==> config.mk <==
export PLATFORM = sky130hd
export DESIGN_NAME = lfsm_ctrl
export DESIGN_NICKNAME = d
export VERILOG_FILES = /design/src/rtl/lfsm_pkg.sv /design/src/rtl/lfsm_ctrl.sv
export SDC_FILE = /design/constraint.sdc
export NUM_CORES = 1
export LEC_CHECK = 0
export BUFFER_PORTS_ARGS = -buffer_cell sky130_fd_sc_hd__buf_2
export CORE_AREA = 2 2 39 41
export DETAILED_ROUTE_END_ITERATION = 8
export DIE_AREA = 0 0 41 43
export PLACE_DENSITY = 0.53
export SYNTH_ARGS = -nofsm -noshare
export SYNTH_HDL_FRONTEND = slang
export SYNTH_SLANG_ARGS = --single-unit
==> constraint.sdc <==
create_clock -name clk -period 1.8 [get_ports clk]
set_clock_uncertainty 0.2 [all_clocks]
set_input_delay 0.36 -clock clk [delete_from_list [all_inputs] [get_ports clk]]
set_output_delay 0.36 -clock clk [all_outputs]
set_load 0.1 [all_outputs]
==> src/rtl/lfsm_pkg.sv <==
// Shared types and constants for the largest free square map.
package lfsm_pkg;

	localparam int CoordW = 6;
	localparam int CodeW  = 8;
	localparam int SizeW  = 6;
	localparam int CfgW   = 6;

	localparam logic [SizeW-1:0] SizeCap       = 6'd63;
	localparam logic [CfgW-1:0]  GridWidthRst  = 6'd62;
	localparam logic [CfgW-1:0]  GridHeightRst = 6'd62;

	typedef enum logic [0:0] {
		CFG_GRID_WIDTH  = 1'b0,
		CFG_GRID_HEIGHT = 1'b1
	} cfg_idx_t;

	typedef enum logic [0:0] {
		OP_WRITE = 1'b0,
		OP_QUERY = 1'b1
	} op_t;

	typedef struct packed {
		logic load;
		logic wr_commit;
		logic q_init;
		logic q_step;
		logic res_bad;
		logic out_load;
	} lfsm_cmd_t;

	typedef struct packed {
		logic query;
		logic bad;
		logic stop;
		logic out_free;
	} lfsm_sts_t;

endpackage

==> src/rtl/lfsm_ctrl.sv <==
// Sequencer for tile writes and square queries.
module lfsm_ctrl import lfsm_pkg::*; (
	input  logic      clk,
	input  logic      arst_n,
	input  logic      req_valid,
	output logic      req_ready,
	input  lfsm_sts_t sts,
	output lfsm_cmd_t cmd
);

	typedef enum logic [5:0] {
		S_IDLE    = 6'b000001,
		S_WR_RD   = 6'b000010,
		S_WR_WB   = 6'b000100,
		S_Q_START = 6'b001000,
		S_SCAN    = 6'b010000,
		S_RESULT  = 6'b100000
	} state_t;

	state_t state_q, state_d;

	always_comb begin
		cmd       = '0;
		req_ready = 1'b0;
		state_d   = state_q;
		unique case (state_q)
			S_IDLE: begin
				req_ready = 1'b1;
				if (req_valid) begin
					cmd.load = 1'b1;
					if (!sts.query) begin
						state_d = S_WR_RD;
					end else if (sts.bad) begin
						cmd.res_bad = 1'b1;
						state_d     = S_RESULT;
					end else begin
						state_d = S_Q_START;
					end
				end
			end
			S_WR_RD: begin
				state_d = S_WR_WB;
			end
			S_WR_WB: begin
				cmd.wr_commit = 1'b1;
				state_d       = S_IDLE;
			end
			S_Q_START: begin
				cmd.q_init = 1'b1;
				state_d    = S_SCAN;
			end
			S_SCAN: begin
				cmd.q_step = 1'b1;
				if (sts.stop) begin
					state_d = S_RESULT;
				end
			end
			S_RESULT: begin
				if (sts.out_free) begin
					cmd.out_load = 1'b1;
					state_d      = S_IDLE;
				end
			end
			default: begin
				state_d = S_IDLE;
			end
		endcase
	end

	always_ff @(posedge clk or negedge arst_n) begin
		if (!arst_n) begin
			state_q <= S_IDLE;
		end else begin
			state_q <= state_d;
		end
	end

endmodule

* Yosys cells after proc, flatten, opt, wreduce, memory -nomap -nowiden
Index checks and enable logic that the tools add are counted.
** Word-level totals
- Bits in registers :: 6
- Bits in latches :: 0
- RAM bits :: 0
- Memory bits (read-only) :: 0
- Bits of input ports :: 7
- Output and inout bits :: 7
- Logic and storage cells :: 29
- Memories kept :: 0
** Operators by class
- Add/subtract/negate cells :: 0
- Multipliers :: 0
- Divide/modulo/power cells :: 0
- $lt $le $gt $ge :: 0
- Equal/unequal tests :: 9
- Shifts and indexed selects :: 0
- Multiplexer cells :: 18
- Bitwise gates (word level) :: 0
- Reductions and logical operators :: 1
** Operator list (count)
- $mux W6 :: 5
- $pmux W6 S5 :: 1
- $mux W1 :: 12
- $eq A6 B1 Y1 const B :: 1
- $eq A6 B2 Y1 const B :: 1
- $eq A6 B3 Y1 const B :: 1
- $eq A6 B4 Y1 const B :: 1
- $eq A6 B5 Y1 const B :: 1
- $eq A6 B6 Y1 const B :: 1
- $ne A2 B2 Y1 const B :: 3
- $reduce_and A3 Y1 :: 1

* Longest topological paths before layout
- Depth after elaboration :: 4
- Depth in mapped cells :: 4
- Mapped depth without buffers :: 4

* Least setup slack after synthesis
Ideal clock, no wire load.
- Path kind :: register -> output
- Start point :: register state_q[4]
- End point :: output port cmd[4] (netlist bit)
- Data arrival time :: 3204 ps
- Data required time :: 1240 ps
- Slack :: -1964 ps
- Cell stages (with the launch flop) :: 3
- Buffers on the path :: 0
- Cells stage by stage :: dfrtp_1 -> or4_1 -> nor3b_1
** RTL lines
- start: declaration :: RTL line lfsm_ctrl.sv:20 : state_t state_q, state_d;
- start signal: assignment :: RTL line lfsm_ctrl.sv:74 : state_q <= state_d;
- end: declaration :: RTL line lfsm_ctrl.sv:8 : output lfsm_cmd_t cmd

==> impl_metrics.yaml <==
critical_path:
  crit_arrival_ps: 1770
  reg2reg_slack_ps: -100
  reg2reg_from: "state_q[4]"
  critPathLaunchType: "flop"
  endpoint_kind: "output port"
  regToRegEndpoint: "state_q[0]"
  worstSetupPathType: "flop to output port"
  critPathMaxFanout: 4
  cp_data_required_time_ps: 1240
  r2r_cells: 6
synthesis:
  yosysTopAreaCellShare: 0.341
  ys_types: 20
  yosysTopAreaCell: "dfrtp_1"
  syn_nets: 46
  synth-edff-count: 0
  synthArstFlopShare: 1.00
  ys_ff_latch: 6
  syn_inst: 39
  synthTopCellsByCount: "dfrtp_1, nor3b_1, o21ai_0"
  synth_area_um2: 367
  syn_avg_cell_area_um2: 9.40
  yosys-top-cells-area: "dfrtp_1, nor3b_1, dfstp_2"
  ys.flop_type: "dfrtp_1"
  ys_seq_area_frac: 0.413
  synth_warnings: 0
sta:
  worst_slew_pin_slew_ps: 253
  rsz0062_at_grt: "yes"
  timing.final.hold_violations: 0
  post-route-period-util: 1.29
  worst_slack_ps: -529
  final_max_slew_viol_count: 0
  hold_ws_ps: 93.4
  relSlewSlack: 0.831
  finalSetupTns_ps: -3030
  max_freq_mhz: 429
  post-route-min-period_ps: 2330
  setup_viol: 8
final_layout:
  syn2layout_area_growth_pct: 112
  fin_nets: 81
  nFillCells: 116
  top_register: "state_q"
  n_antenna_cell: 0
  top_regs: "state_q: 6 flops"
  drive_gt1_frac: 0.616
  largest_register_ffs: 6
cts:
  max-clock-path-buffers: 2
  cts_buffers: 3
  cts_root_buf: "clkbuf_4"
  cts_tree: "done"
  clock-sinks: 6
  clk_latency_ps: 240
  h-tree-depth: 1
  cts.reportedPaths.clkPinSlew_ps: 50
detailed_routing:
  wl_um: 1010
  dr.pass1.iters: 4
  vias_per_cell: 4.76
  ant_nets: 0
  wire_per_inst_um: 11.4
  drc: 0
  first_iter_violations: 7
  num_vias: 424
die:
  ios: 14
  dieArea_um2: 1760
  initial_utilization: 0.265
  rows: 14
  fp.dieH_um: 43
  core_um2: 1380
  die_x_um: 41
pwr:
  p_int_uw: 612
  peakVddDrop_mv: 1.32
  combPwrFrac: 0.710
  pwr-share-clk: 0.117
  switchingPower_uw: 523
  leakagePower_nw: 0.363
  p_total_mw: 1.13
  swShare: 0.461
  p_seq_frac: 0.173
  power_density_nw_per_um2: 1460
min_path:
  min_path_type: "input port to flop"
  min_from: "sts[2]"
  hold_depth: 2
  hold_end: "state_q[3]"
status:
  violations: "setup timing"
  outcome: "finished, violations left"
global_routing:
  antenna_found_initial: 0
  grt_usage: 0.138
  grt_pass1_wl_um: 1630
  grt-ovfl-total: 0
  grt_pass1_vias: 406
  grt_max_degree: 7
place:
  hpwlAfterDp_um: 698
  port_buffers: 13
  dp_slack_ps: -304
  gp_congestion: 0.746
run:
  drv_cap: 0
-- worst max-delay path by stage --
stage,cells after the start,startpoint,to,slack (ps)
2_1_floorplan,3,state_q[3],cmd[1],-1110
3_3_place_gp,4,state_q[4],cmd[1],-280
3_5_place_dp,4,state_q[4],cmd[1],-300
4_1_cts,4,state_q[4],cmd[1],-550
5_1_grt,4,state_q[4],cmd[1],-580
6_report,4,state_q[4],cmd[1],-530
-- cell families (layout without fill, tap and decap cells) --
group / after synthesis / count (layout) / synth area share
AOI/OAI and AO/OA: 7 / 7 / 0.113
xor gates and xnor gates: 1 / 1 / 0.0239
buffers and inverters: 3 / 37 / 0.0307
DFF: 6 / 6 / 0.413
and+or+nand+nor: 22 / 22 / 0.420
-- layer usage --
metal  vias up  track usage  part of all wire
li1        211            -                 -
met1       202        0.156              0.38
met2        11        0.216              0.57
met3         0       0.0419             0.052
met4         0       0.0800                 0
met5         -            0                 0
-- repair_timing --
| item | CTS | global route |
|---|---|---|
| hold buffers | 1 | 0 |
| pin swaps | 5 | 5 |
| hold endpoints to repair | 6 | 0 |
| setup endpoints to repair | 8 | 11 |
| resized for setup | 3 | 6 |
| buffers inserted | 2 | 4 |
-- worst max-delay path: stages (launching register included) --
cell and delay (ps):
dfrtp_2 420, or4_4 560, nor3_4 150, and3_4 220
buf_12 170
-- metrics by stage --
stage	std cells	utilization	instance area, um2
after floorplan	39	-	387
after global placement	78	0.471	652
after detailed placement	78	0.471	652
after CTS	85	0.519	718
after global routing	89	0.562	778
final	89	0.562	778
-- cells in the final DEF, fill, tap and decap left out, types with 2 or more instances in the layout --
| master | instances |
|---|---|
| buf_12 | 7 |
| buf_2 | 6 |
| buf_4 | 16 |
| clkbuf_4 | 3 |
| dfrtp_1 | 4 |
| inv_1 | 3 |
| nand2_1 | 2 |
| nand2b_1 | 2 |
| nor2_1 | 2 |
| nor3_4 | 2 |
| nor3b_1 | 3 |
| o21ai_0 | 4 |
| or4_4 | 2 |
-- area by class of cell --
type                    instances  area [um2]  share of cell area
repair buffers                 30         300               0.386
multi-input cells              30         268               0.344
flip-flops and latches          6         153               0.196
clock buffers                   4        26.3              0.0338
well taps                      16        20.0              0.0257
inverters                       3        11.3              0.0145
-- power by group through the flow --
stage	clock, mW	combinational (mW)	sequential, mW
2_1_floorplan	0	0.385	0.205
3_3_place_gp	0	0.671	0.194
3_5_place_dp	0	0.668	0.193
4_1_cts	0.141	0.725	0.191
5_1_grt	0.151	0.847	0.199
6_report	0.133	0.805	0.196
Note: power is estimated with default switching activity, not from simulation.
